`src/svt_pkg.sv`:
```
package svt_pkg;

  localparam logic REQ_INSERT = 1'b0;
  localparam logic REQ_REMOVE = 1'b1;

  localparam logic [1:0] ST_DONE      = 2'd0;
  localparam logic [1:0] ST_FULL      = 2'd1;
  localparam logic [1:0] ST_NOT_FOUND = 2'd2;

  typedef struct packed {
    logic               req_type;
    logic signed [31:0] value;
  } in_t;

  typedef struct packed {
    logic signed [31:0] item_value;
    logic               is_last;
    logic               table_empty;
    logic [1:0]         status;
  } out_t;

  typedef enum logic [1:0] {
    PLAN_INS,
    PLAN_DEL,
    PLAN_FULL,
    PLAN_MISS
  } plan_t;

  typedef struct packed {
    logic  load;
    logic  plan;
    plan_t plan_code;
    logic  rd_restart;
    logic  rd_issue;
    logic  emit_v;
    logic  emit_old;
    logic  skip;
    logic  emit_empty;
    logic  finish;
  } cmd_t;

  typedef struct packed {
    logic kind_remove;
    logic full;
    logic empty;
    logic new_empty;
    logic match;
    logic more_rd;
    logic take_v;
    logic skip;
    logic last_wr;
  } sts_t;

endpackage

```
`src/svt_ctrl.sv`:
```
module svt_ctrl (
  input  logic          clk,
  input  logic          rst_n,
  input  logic          in_valid,
  output logic          in_ready,
  output logic          out_valid,
  input  logic          out_ready,
  input  svt_pkg::sts_t sts,
  output svt_pkg::cmd_t cmd
);

  typedef enum logic [2:0] {
    S_IDLE,
    S_DECIDE,
    S_SCAN,
    S_START,
    S_STREAM,
    S_EMPTY,
    S_FINISH
  } state_t;

  state_t state_r, state_nxt;
  logic   out_valid_r, out_valid_nxt;
  logic   slot;
  logic   emit;

  assign slot      = !out_valid_r || out_ready;
  assign in_ready  = (state_r == S_IDLE);
  assign out_valid = out_valid_r;
  assign emit      = cmd.emit_v || cmd.emit_old || cmd.emit_empty;

  always_comb begin
    cmd       = '0;
    state_nxt = state_r;
    unique case (state_r)
      S_IDLE: begin
        if (in_valid) begin
          cmd.load  = 1'b1;
          state_nxt = S_DECIDE;
        end
      end
      S_DECIDE: begin
        if (sts.kind_remove) begin
          if (sts.empty) begin
            cmd.plan      = 1'b1;
            cmd.plan_code = svt_pkg::PLAN_MISS;
            state_nxt     = S_START;
          end else begin
            cmd.rd_issue = 1'b1;
            state_nxt    = S_SCAN;
          end
        end else begin
          cmd.plan      = 1'b1;
          cmd.plan_code = sts.full ? svt_pkg::PLAN_FULL : svt_pkg::PLAN_INS;
          state_nxt     = S_START;
        end
      end
      S_SCAN: begin
        if (sts.match) begin
          cmd.plan       = 1'b1;
          cmd.plan_code  = svt_pkg::PLAN_DEL;
          cmd.rd_restart = 1'b1;
          state_nxt      = S_START;
        end else if (sts.more_rd) begin
          cmd.rd_issue = 1'b1;
        end else begin
          cmd.plan       = 1'b1;
          cmd.plan_code  = svt_pkg::PLAN_MISS;
          cmd.rd_restart = 1'b1;
          state_nxt      = S_START;
        end
      end
      S_START: begin
        if (sts.new_empty) begin
          state_nxt = S_EMPTY;
        end else begin
          cmd.rd_issue = !sts.empty;
          state_nxt    = S_STREAM;
        end
      end
      S_STREAM: begin
        if (sts.take_v) begin
          if (slot) begin
            cmd.emit_v = 1'b1;
            if (sts.last_wr) state_nxt = S_FINISH;
          end
        end else if (sts.skip) begin
          cmd.skip     = 1'b1;
          cmd.rd_issue = sts.more_rd;
        end else if (slot) begin
          cmd.emit_old = 1'b1;
          cmd.rd_issue = sts.more_rd;
          if (sts.last_wr) state_nxt = S_FINISH;
        end
      end
      S_EMPTY: begin
        if (slot) begin
          cmd.emit_empty = 1'b1;
          state_nxt      = S_FINISH;
        end
      end
      S_FINISH: begin
        cmd.finish = 1'b1;
        state_nxt  = S_IDLE;
      end
      default: state_nxt = S_IDLE;
    endcase
  end

  always_comb begin
    if (emit) begin
      out_valid_nxt = 1'b1;
    end else if (out_ready) begin
      out_valid_nxt = 1'b0;
    end else begin
      out_valid_nxt = out_valid_r;
    end
  end

  always_ff @(posedge clk) begin
    if (!rst_n) begin
      state_r     <= S_IDLE;
      out_valid_r <= 1'b0;
    end else begin
      state_r     <= state_nxt;
      out_valid_r <= out_valid_nxt;
    end
  end

endmodule

```
`src/svt_dpath.sv`:
```
module svt_dpath #(
  parameter int CAPACITY = 16
) (
  input  logic          clk,
  input  logic          rst_n,
  input  svt_pkg::in_t  in_data,
  output svt_pkg::out_t out_data,
  input  svt_pkg::cmd_t cmd,
  output svt_pkg::sts_t sts
);

  localparam int IW    = (CAPACITY > 1) ? $clog2(CAPACITY) : 1;
  localparam int CW    = $clog2(CAPACITY + 1);
  localparam int AW    = IW + 1;
  localparam int DEPTH = 2 ** AW;

  logic signed [31:0] mem [DEPTH];

  logic                bank_r;
  logic [CW-1:0]       count_r;
  logic [CW-1:0]       new_count_r;
  logic [CW-1:0]       rd_ptr_r;
  logic                rd_valid_r;
  logic [CW-1:0]       wr_idx_r;
  logic                done_r;
  logic                kind_r;
  svt_pkg::plan_t      mode_r;
  logic [1:0]          status_r;
  logic signed [31:0]  v_r;
  logic signed [31:0]  rd_data_r;
  svt_pkg::out_t       out_r;

  logic                wr_en;
  logic signed [31:0]  wr_data;
  logic [AW-1:0]       wr_addr;
  logic [AW-1:0]       rd_addr;
  logic                eq_v;

  assign eq_v    = (rd_data_r == v_r);
  assign wr_en   = cmd.emit_v || cmd.emit_old;
  assign wr_data = cmd.emit_v ? v_r : rd_data_r;
  assign wr_addr = {~bank_r, wr_idx_r[IW-1:0]};
  assign rd_addr = {bank_r, rd_ptr_r[IW-1:0]};

  assign sts.kind_remove = (kind_r == svt_pkg::REQ_REMOVE);
  assign sts.full        = (count_r == CW'(CAPACITY));
  assign sts.empty       = (count_r == '0);
  assign sts.new_empty   = (new_count_r == '0);
  assign sts.match       = rd_valid_r && eq_v;
  assign sts.more_rd     = (rd_ptr_r < count_r);
  assign sts.take_v      = (mode_r == svt_pkg::PLAN_INS) && !done_r &&
                           (!rd_valid_r || (rd_data_r > v_r));
  assign sts.skip        = (mode_r == svt_pkg::PLAN_DEL) && !done_r && rd_valid_r && eq_v;
  assign sts.last_wr     = (CW'(wr_idx_r + 1'b1) == new_count_r);

  assign out_data = out_r;

  always_ff @(posedge clk) begin
    if (wr_en) begin
      mem[wr_addr] <= wr_data;
    end
    if (cmd.rd_issue) begin
      rd_data_r <= mem[rd_addr];
    end
  end

  always_ff @(posedge clk) begin
    if (!rst_n) begin
      bank_r     <= 1'b0;
      count_r    <= '0;
      rd_valid_r <= 1'b0;
    end else begin
      if (cmd.load || cmd.rd_restart) begin
        rd_valid_r <= 1'b0;
      end else if (cmd.rd_issue) begin
        rd_valid_r <= 1'b1;
      end else if (cmd.emit_old || cmd.skip) begin
        rd_valid_r <= 1'b0;
      end
      if (cmd.finish) begin
        bank_r  <= ~bank_r;
        count_r <= new_count_r;
      end
    end
  end

  always_ff @(posedge clk) begin
    if (cmd.load) begin
      v_r      <= in_data.value;
      kind_r   <= in_data.req_type;
      wr_idx_r <= '0;
      done_r   <= 1'b0;
    end else begin
      if (wr_en) begin
        wr_idx_r <= CW'(wr_idx_r + 1'b1);
      end
      if (cmd.emit_v || cmd.skip) begin
        done_r <= 1'b1;
      end
    end

    if (cmd.load || cmd.rd_restart) begin
      rd_ptr_r <= '0;
    end else if (cmd.rd_issue) begin
      rd_ptr_r <= CW'(rd_ptr_r + 1'b1);
    end

    if (cmd.plan) begin
      mode_r <= cmd.plan_code;
      unique case (cmd.plan_code)
        svt_pkg::PLAN_INS: begin
          new_count_r <= CW'(count_r + 1'b1);
          status_r    <= svt_pkg::ST_DONE;
        end
        svt_pkg::PLAN_DEL: begin
          new_count_r <= CW'(count_r - 1'b1);
          status_r    <= svt_pkg::ST_DONE;
        end
        svt_pkg::PLAN_FULL: begin
          new_count_r <= count_r;
          status_r    <= svt_pkg::ST_FULL;
        end
        default: begin
          new_count_r <= count_r;
          status_r    <= svt_pkg::ST_NOT_FOUND;
        end
      endcase
    end

    if (wr_en) begin
      out_r.item_value  <= wr_data;
      out_r.is_last     <= sts.last_wr;
      out_r.table_empty <= 1'b0;
      out_r.status      <= status_r;
    end else if (cmd.emit_empty) begin
      out_r.item_value  <= '0;
      out_r.is_last     <= 1'b1;
      out_r.table_empty <= 1'b1;
      out_r.status      <= status_r;
    end
  end

endmodule

```
`src/sorted_value_table_top.sv`:
```
// Channel | Ports                          | Beat
// --------+--------------------------------+---------------------------------
// request | in_valid, in_ready, in_data    | req_type, value
// result  | out_valid, out_ready, out_data | item_value, is_last,
//         |                                | table_empty, status
//
// One request at a time. A remove adds a search pass that reads the stored
// entries one by one until it meets the value or runs out, and the copy pass
// spends a read on the removed entry unless the table ends up empty; the
// single read port of the table sets this.
// Results leave through an output register; a stalled result holds the pass.
// Reset empties the table; entry storage needs no clearing.
module sorted_value_table_top #(
  parameter int CAPACITY = 16
) (
  input  logic          clk,
  input  logic          rst_n,
  input  logic          in_valid,
  output logic          in_ready,
  input  svt_pkg::in_t  in_data,
  output logic          out_valid,
  input  logic          out_ready,
  output svt_pkg::out_t out_data
);

  svt_pkg::cmd_t cmd;
  svt_pkg::sts_t sts;

  svt_ctrl u_ctrl (
    .clk       (clk),
    .rst_n     (rst_n),
    .in_valid  (in_valid),
    .in_ready  (in_ready),
    .out_valid (out_valid),
    .out_ready (out_ready),
    .sts       (sts),
    .cmd       (cmd)
  );

  svt_dpath #(
    .CAPACITY (CAPACITY)
  ) u_dpath (
    .clk      (clk),
    .rst_n    (rst_n),
    .in_data  (in_data),
    .out_data (out_data),
    .cmd      (cmd),
    .sts      (sts)
  );

endmodule

```
`config.mk`:
```
export PLATFORM = sky130hd
export DESIGN_NAME = sorted_value_table_top
export DESIGN_NICKNAME = d
export VERILOG_FILES = /design/src/svt_pkg.sv /design/src/svt_ctrl.sv /design/src/svt_dpath.sv /design/src/sorted_value_table_top.sv
export SDC_FILE = /design/constraint.sdc
export NUM_CORES = 1
export LEC_CHECK = 0
export ABC_CLOCK_PERIOD_IN_PS = 12000
export BUFFER_PORTS_ARGS = -buffer_cell sky130_fd_sc_hd__buf_2
export CELL_PAD_IN_SITES_DETAIL_PLACEMENT = 1
export CELL_PAD_IN_SITES_GLOBAL_PLACEMENT = 1
export CORE_MARGIN = 4
export CORE_UTILIZATION = 55
export DETAILED_ROUTE_END_ITERATION = 8
export MAX_ROUTING_LAYER = met4
export PLACE_DENSITY_LB_ADDON = 0.25
export SYNTH_ARGS = -nofsm -noshare
export SYNTH_HDL_FRONTEND = slang
export SYNTH_SLANG_ARGS = --single-unit
```
`constraint.sdc`:
```
create_clock -name clk -period 12 [get_ports clk]
set_input_delay 3.6 -clock clk [delete_from_list [all_inputs] [get_ports clk]]
set_output_delay 3.6 -clock clk [all_outputs]
set_load 0.1 [all_outputs]
```
# Word-level counts from Yosys, hierarchy flattened
# Memory sizes are Yosys's and may differ from the RTL's. A register that Yosys moved wholly into a read port is not among the register bits.
# Index checks and enable logic that the tools add are counted.
classes:
  n_addsub: 4
  order_cmp: 2
  eq_ne: 16
  muxes: 49
  bitwise: 2
  n_reduce_logical: 28
op_table:
  columns: ["cell", "n"]
  rows:
  - ["$mux 36", 2]
  - ["$mux 3", 12]
  - ["$eq 32x32->1", 1]
  - ["$gt 32x32->1", 1]
  - ["$mux 32", 1]
  - ["$mux 1", 25]
  - ["$pmux 3 s6", 1]
  - ["$add 5x1->5 const B", 3]
  - ["$logic_not 5->1", 2]
  - ["$pmux 5 s2", 1]
  - ["$eq 3x3->1 const B", 3]
  - ["$mux 4", 2]
  - ["$logic_or 1x1->1", 7]
  - ["$eq 3x2->1 const B", 2]
  - ["$logic_and 1x1->1", 6]
  - ["$ne 3x3->1 const B", 2]
  - ["$pmux 3 s2", 1]
  - ["$reduce_bool 2->1", 3]
  - ["$eq 5x5->1", 1]
  - ["$eq 5x5->1 const B", 1]
  - ["$lt 5x5->1", 1]
  - ["$sub 5x1->5 const B", 1]
  - ["$eq 2x1->1 const B", 2]
  - ["$logic_not 1->1", 4]
  - ["other kinds (12)", 16]
totals:
  reg_bits: 100
  mem_bits_rw: 1024
  in_bits: 37
  word_cells: 119
  n_memories: 1
memory_table:
  columns: ["name", "depth", "width", "rd", "rd_ports_with_merged_regs", "write_ports", "line", "text"]
  rows:
  - ["u_dpath.mem", 32, 32, 1, 1, 1, "svt_dpath.sv:17", "logic signed [31:0] mem [DEPTH];"]

# Logic depth before layout (Yosys ltp)
# Gate-level depths: netlist of run 1.
depth:
  word_depth: 10
  ltp_mapped: 15
  ltp_nobuf: 15

# Modules after synthesis
# Synthesis of run 1 repeated with hierarchy kept, for this count alone.
hier_totals:
  cells_unflattened: 2004
  area_unflattened_um2: 45249.6
by_module_without_submodules:
  columns: ["module", "instances", "cells_each", "area_per_inst_um2", "seq_area_each_um2"]
  rows:
  - ["svt_dpath", 1, 1947, 44838.0, 34403.0]
  - ["svt_ctrl", 1, 57, 411.6, 80.1]

# Worst setup path before layout of run 1
# No wires, ideal clock.
synth_path:
  path_kind: "in2reg"
  start: "in out_ready"
  end: "mem u_dpath.mem[15][0] (enable)"
  arrival_time_ns: 5.895
  t_required_ns: 11.579
  setup_slack_ns: 5.684
  stages: 5
  path_buffers: 0
  path_cell_list: "nand2b_1 -> nand2_1 -> nor2_2 -> nand2_1 -> nor2_1"
synth_between:
  elab_chain_len: 8
synth_lines:
  columns: ["item", "line", "text"]
  rows:
  - ["start: declaration", "sorted_value_table_top.sv:22", "input logic out_ready,"]
  - ["$logic_or 1x1->1 (*)", "svt_ctrl.sv:27", "assign slot = !out_valid_r || out_ready;"]
  - ["$mux 1 (*)", "svt_ctrl.sv:83, svt_ctrl.sv:90", null]
  - ["$mux 1", "svt_ctrl.sv:87", "end else if (sts.skip) begin"]
  - ["$mux 2", "svt_ctrl.sv:82", "if (sts.take_v) begin"]
  - ["$mux 3 (*)", "svt_ctrl.sv:35", "unique case (state_r)"]
  - ["$logic_or 1x1->1 (*)", "svt_dpath.sv:40", "assign wr_en = cmd.emit_v || cmd.emit_old;"]
  - ["$mux 1 (*)", "svt_dpath.sv:59", "if (wr_en) begin"]
  - ["$mux 1 (implied by the code) (*)", "svt_dpath.sv:60", "mem[wr_addr] <= wr_data;"]
  - ["end: declaration", "svt_dpath.sv:17", null]
# Every way passes the cells marked *; elsewhere a longest branch is shown, timed or not.

# Worst setup path in the final report of run 1
layout_path:
  start: "in out_ready"
  end: "mem u_dpath.mem[3][18] (enable)"
# Same word-level chain as after synthesis.

==> run_results.csv, run 1 <==
group,metric,value,unit
place,placed_cells,3167,
grt,grt_antenna_before_repair,14,
place,dp.final_hpwl,76.22,mm
synthesis,ys_types,60,
grt,grt_util_all_layers,29.54,%
critical_path,critPathKind,"primary input to flip-flop",
floorplan,die-height,295.8,um
grt,grt_pass1_vias,22862,
route,drt-total-wl,122.0,mm
pwr,power,9.172,mW
timing,clock-skew-final,0.02523,ns
critical_path,required,12.29,ns
clocking,cts-buffers-inserted,116,
finish,area_delta_synth_final,12.36,%
finish,drive_gt1_share,32.01,%
pwr,p_leak,15.75,nW
route,vias_per_cell,6.655,
clocking,htreeDepth,3,
critical_path,start_kind,"primary input",
finish,finalNonFillerCells,3383,
finish,nets,2297,
pwr,p_int,6.880,mW
clocking,clk_pin_slew,0.06,ns
critical_path,crit_path_end_kind,"flip-flop",
grt,overflow,0,
pwr,pwr-share-clk,39.3,%
floorplan,core-area,82110,sq um
timing,setup-violations-final,0,
clocking,clock_sinks,1156,
floorplan,dieArea,87490,sq um
synthesis,synth_edf_count,1133,
synthesis,ys_top_cells_by_area,"edfxtp_1 (75%), mux4_2 (16%), ha_1 (1.2%)",
timing,rsz0062_at_grt,"false",
clocking,cts_max_path_buffers,3,
route,num_vias,22513,
synthesis,ys_seq_area_share,75.70,%
timing,tightest_slew,1.274,ns
synthesis,syn_area,45550,sq um
floorplan,chipWidth,295.8,um
route,wl_per_cell,36.06,um
pwr,seqPwrFrac,50.9,%
finish,nFillCells,6613,
clocking,cts_post_setup_buffers_inserted,0,
pwr,p_sw_share,24.99,%
place,gp_congestion,0.8921,
pwr,peakVddDrop,0.1462,mV
synthesis,syn_area_per_cell,21.89,sq um
timing,finalHoldViolCount,0,
timing,slew_headroom,14.72,%
floorplan,num_io_pins,75,
synthesis,synth_ff_type,"edfxtp_1",
synthesis,syn_inst,2081,
synthesis,syn-num-nets,2163,
synthesis,yosys_warnings,0,
clocking,cts_hold_buf,0,
route,drcViolationCount,0,
job,cap_violations,0,
place,io_buffers,74,
route,antenna_left,0,
timing,finalSetupTns,0,ns
critical_path,cp_max_fo,33,
worst_hold_path,hold_class,"flip-flop to flip-flop",
pwr,power.switching,2.292,mW
clocking,cts_root_buffer,"clkbuf_16",
critical_path,arrival,6.76,ns
route,drtPass1Iterations,5,
timing,period_share,53.98,%
synthesis,yosysTopAreaCell,"edfxtp_1",
synthesis,ys_ff_latch,1156,
route,drtIter0Drc,3358,
floorplan,fp-row-count,105,
timing,hold_slack,0.5004,ns
synthesis,synth_top_area_share,74.69,%
grt,grt_max_degree,128,
clocking,cts_tree,"yes",
floorplan,start_util,55.47,%
timing,post-route-min-period,6.477,ns
clocking,worstSkewPairLatency,0.69,ns
grt,grt_pass1_wl,173.8,mm
timing,max_clock_freq,0.1544,GHz
clocking,cts-resized-gates,0,
synthesis,ys_async_sr_fraction,0,%
pwr,share_comb_of_total_power,9.8,%
timing,slew_violations,0,
pwr,cellPowerDensity,179.2,nW/um^2
status,status,"finished, final reports clean",
==> sequential cells by signal (all words and copies together), names as in the netlist, 3 cells and up <==
name                 cells
u_dpath.new_count_r      5
u_dpath.wr_idx_r         5
u_ctrl.state_r           3
u_dpath.v_r             32
u_dpath.rd_ptr_r         5
u_dpath.count_r          5
u_dpath.mem           1024
u_dpath.out_data        36
u_dpath.rd_data_r       32
==> logic make-up (layout without fill, tap and decap cells) <==
group           after synthesis  count (layout)  synth area share, %
fa+ha+maj                    45              45                1.253
xor+xnor                     19              19               0.3653
simple gates                219             219                2.648
buf+inv                     148             376                1.445
mux                         359             359                16.77
compound gates              135             135                1.818
other cells                   0               4                    0
flops                      1156            1156                75.70
==> worst paths after layout <==
check | startpoint | end | slack [ns] | cells past startpoint
setup / recovery | out_ready | u_dpath.mem[3][18] | 5.52 | 7
hold / removal | u_dpath.out_data[2] | u_dpath.out_data[2] | 0.50 | 2
setup reg to reg | u_dpath.v_r[14] | u_dpath.mem[17][14] | 7.15 | 11
hold reg to reg | u_dpath.out_data[2] | u_dpath.out_data[2] | 0.50 | 2
==> cell type report <==
type,count,area [sq um],share of cell area (%)
Sequential cell,1156,34500,67.41
Multi-Input combinational cell,777,10670,20.85
Clock buffer,137,2982,5.826
Tap cell,1070,1339,2.616
Clock inverter,75,784.5,1.533
Timing Repair Buffer,118,725.7,1.418
Inverter,46,172.7,0.3374
Antenna cell,4,10.01,0.01956
==> Yosys cell counts (5+ instances only) <==
cell and instances:
a21oi_2 13, buf_2 28, inv_1 46, mux4_2 320, nand2_1 65, o21ai_1 10
o21ai_0 38, nand4_1 8, nor2_1 59, edfxtp_1 1133, a21oi_1 41, mux2i_1 7
o211ai_1 7, ha_1 44, buf_1 7, clkbuf_1 60, dfxtp_1 23, mux2_2 32
xor2_1 11, nor3_1 5, nand3_2 30, nor2b_1 11, nand3_1 13, xnor2_1 8
==> critical path, stage by stage <==
cell and delay [ns]:
buf_2 0.07, nand2b_1 0.24, nand2_1 0.14, buf_4 0.29
nor2_2 0.49, nand2_1 0.75, nor2_4 1.12
==> power groups by stage <==
stage	sequential (mW)	clock [mW]	combinational, mW
after floorplan	4.82	0	0.493
after global placement	4.75	0	0.854
after detailed placement	4.75	0	0.889
after CTS	4.67	3.65	0.893
after global routing	4.68	3.83	0.945
final	4.67	3.61	0.895
==> stage by stage <==
step	cell area [sq um]	util, %	worst slack, ns
final	51180	62.33	5.523
after detailed placement	47410	57.73	4.895
after CTS	51170	62.32	5.563
after global placement	47410	57.73	5.011
after global routing	51180	62.33	5.386
after floorplan	45550	-	5.684
==> cell usage in the layout (no fill, tap or decap), types with 4 or more instances in the layout <==
master | Yosys | layout
a21oi_1 | 41 | 41
a21oi_2 | 13 | 13
buf_2 | 28 | 74
buf_4 | 3 | 42
bufinv_16 | 0 | 15
clkbuf_1 | 60 | 21
clkbuf_16 | 0 | 116
clkinv_1 | 0 | 21
clkinv_2 | 0 | 27
clkinvlp_4 | 0 | 6
dfxtp_1 | 23 | 18
dfxtp_4 | 0 | 4
diode_2 | 0 | 4
edfxtp_1 | 1133 | 1133
ha_1 | 44 | 44
inv_1 | 46 | 44
mux2_2 | 32 | 32
mux2i_1 | 7 | 7
mux4_2 | 320 | 320
nand2_1 | 65 | 63
nand3_1 | 13 | 13
nand3_2 | 30 | 30
nand4_1 | 8 | 8
nor2_1 | 59 | 27
nor2_4 | 0 | 32
nor2b_1 | 11 | 11
nor3_1 | 5 | 5
o211ai_1 | 7 | 7
o21ai_0 | 38 | 38
o21ai_1 | 10 | 9
xnor2_1 | 8 | 8
xor2_1 | 11 | 11
==> per-layer routing <==
metal	GRT usage, %	vias to the layer above	part of all wire, %
met4	6.631	0	2.4
met3	8.463	155	13
met5	-	-	0
met1	44.01	11973	40
li1	-	8969	-
met2	41.47	1416	44
(Power assumes the default switching activity.)
==> run 2, diff against run 1 <==
--- a/config.mk
+++ b/config.mk
@@ -5,7 +5,7 @@
 export SDC_FILE = /design/constraint.sdc
 export NUM_CORES = 1
 export LEC_CHECK = 0
-export ABC_CLOCK_PERIOD_IN_PS = 12000
+export ABC_CLOCK_PERIOD_IN_PS = 6800
 export BUFFER_PORTS_ARGS = -buffer_cell sky130_fd_sc_hd__buf_2
 export CELL_PAD_IN_SITES_DETAIL_PLACEMENT = 1
 export CELL_PAD_IN_SITES_GLOBAL_PLACEMENT = 1
==> constraint.sdc (replaced) <==
create_clock -name clk -period 6.8 [get_ports clk]
set_input_delay 2.04 -clock clk [delete_from_list [all_inputs] [get_ports clk]]
set_output_delay 2.04 -clock clk [all_outputs]
set_load 0.1 [all_outputs]
==> run_results.csv, run 2 (synthesis gave the netlist of run 1 again) <==
group,metric,value,unit
floorplan,num_io_pins,75,
place,postPlaceCellArea,47540,sq um
pwr,peakVddDrop,0.2265,mV
status,status,"finished, final reports clean",
clocking,cts_tree,"yes",
timing,finalHoldViolCount,0,
finish,area_delta_synth_final,12.41,%
timing,max_clock_freq,0.1859,GHz
place,place_ws,1.484,ns
grt,grt_util_all_layers,28.58,%
route,drtIter0Drc,2506,
finish,antenna_cells,0,
place,gp_congestion,0.7973,
finish,finalNonFillerCells,3390,
clocking,cts_root_buffer,"clkbuf_16",
grt,grt_pass1_vias,23705,
route,drt-total-wl,118.0,mm
grt,grt_antenna_before_repair,1,
clocking,cts-buffers-inserted,114,
timing,period_share,79.09,%
job,cap_violations,0,
finish,largest_register_ffs,1024,
timing,post-route-min-period,5.378,ns
place,placed_cells,3179,
grt,grt_pass1_wl,171.8,mm
clocking,cts_post_setup_buffers_inserted,0,
floorplan,fp-row-count,105,
route,vias_per_cell,6.618,
critical_path,required,6.90,ns
clocking,cts_max_path_buffers,3,
clocking,cts_hold_buf,0,
finish,most-common-layout-cells,"edfxtp_1 (1,133), mux4_2 (320), clkbuf_16 (117)",
finish,nFillCells,6645,
floorplan,dieArea,87490,sq um
route,wl_per_cell,34.82,um
worst_hold_path,hold_class,"flip-flop to flip-flop",
pwr,p_leak,15.80,nW
critical_path,cp_max_fo,32,
grt,overflow,0,
route,drcViolationCount,0,
timing,finalSetupTns,0,ns
clocking,worstSkewPairLatency,0.69,ns
route,drtPass1Iterations,5,
floorplan,core-area,82110,sq um
timing,tightest_slew,1.275,ns
timing,timing.final.ws_setup,1.422,ns
place,dp.final_hpwl,68.12,mm
timing,rsz0062_at_grt,"false",
finish,final_common_cell,"edfxtp_1",
critical_path,critPathKind,"flip-flop to flip-flop",
floorplan,die-height,295.8,um
clocking,clock_sinks,1156,
route,num_vias,22436,
grt,grt_max_degree,162,
timing,slew_headroom,14.81,%
finish,drive_gt1_share,31.72,%
finish,nets,2307,
pwr,cellPowerDensity,311.7,nW/um^2
clocking,clk_pin_slew,0.06,ns
finish,regMostFlops,"u_dpath.mem",
place,io_buffers,74,
critical_path,start_kind,"flip-flop",
timing,clock-skew-final,0.03955,ns
critical_path,crit_path_end_kind,"flip-flop",
clocking,cts-resized-gates,0,
finish,design_area,51200,sq um
timing,setup-violations-final,0,
route,antenna_left,0,
critical_path,arrival,5.48,ns
floorplan,start_util,55.47,%
timing,slew_violations,0,
floorplan,chipWidth,295.8,um
pwr,power,15.96,mW
clocking,htreeDepth,3,
==> run 2: changes by cell type in the layout (fill, tap and decap cells not counted), sizes merged <==
cell	before	now
clkbuf	137	140
clkinvlp	6	0
inv	49	50
buf	118	130
clkinv	51	56
bufinv	15	11
diode	4	0
==> run 2: layout make-up <==
class                   instances  area (sq um)  area share (%)
clock buffers                 140          3014           5.887
clock inverters                71         646.9           1.263
inverters                      46         172.7          0.3372
multi-input cells             777         10660           20.83
flip-flops and latches       1156         34500           67.38
well taps                    1070          1339           2.615
repair buffers                130         865.8           1.691
==> run 2: worst paths after layout <==
kind / start / to / slack [ns] / depth (start not counted)
min: u_dpath.out_data[2] / u_dpath.out_data[2] / 0.48 / 2
min reg2reg: u_dpath.out_data[2] / u_dpath.out_data[2] / 0.48 / 2
max: u_dpath.rd_data_r[15] / u_dpath.mem[31][15] / 1.42 / 10
max reg2reg: u_dpath.rd_data_r[15] / u_dpath.mem[31][15] / 1.42 / 10
==> run 2: worst max-delay path, stage by stage (launching register included) <==
cell and delay [ns]:
edfxtp_1 0.44, ha_1 0.35, nand4_1 0.21, nor4_2 0.83, a21boi_1 0.33, o31a_1 0.29
or3_4 0.18, nand3_2 0.59, buf_4 0.47, o21ai_0 0.26, nand2_1 0.80
==> run 2: power breakdown <==
part / internal (mW) / total [mW] / switching, mW / leakage [nW]
sequential: 8.05 / 8.19 / 0.135 / 10.4
combinational: 0.395 / 1.56 / 1.16 / 3.61
clock: 3.56 / 6.22 / 2.66 / 1.80
total: 12.0 / 16.0 / 3.95 / 15.8
==> run 2: layer usage <==
layer	vias up	track usage [%]	wire (um)
li1	8983	-	-
met1	12116	40.17	46950
met2	1152	44.94	58520
met3	185	4.546	9585
met4	0	7.388	2970
met5	-	-	0
==> run 2: stage by stage <==
stage / util [%] / hold slack, ns
2_1_floorplan: - / 0.4434
3_3_place_gp: 57.90 / 0.4723
3_5_place_dp: 57.90 / 0.4767
4_1_cts: 62.36 / 0.4916
5_1_grt: 62.36 / 0.5244
6_report: 62.36 / 0.4833
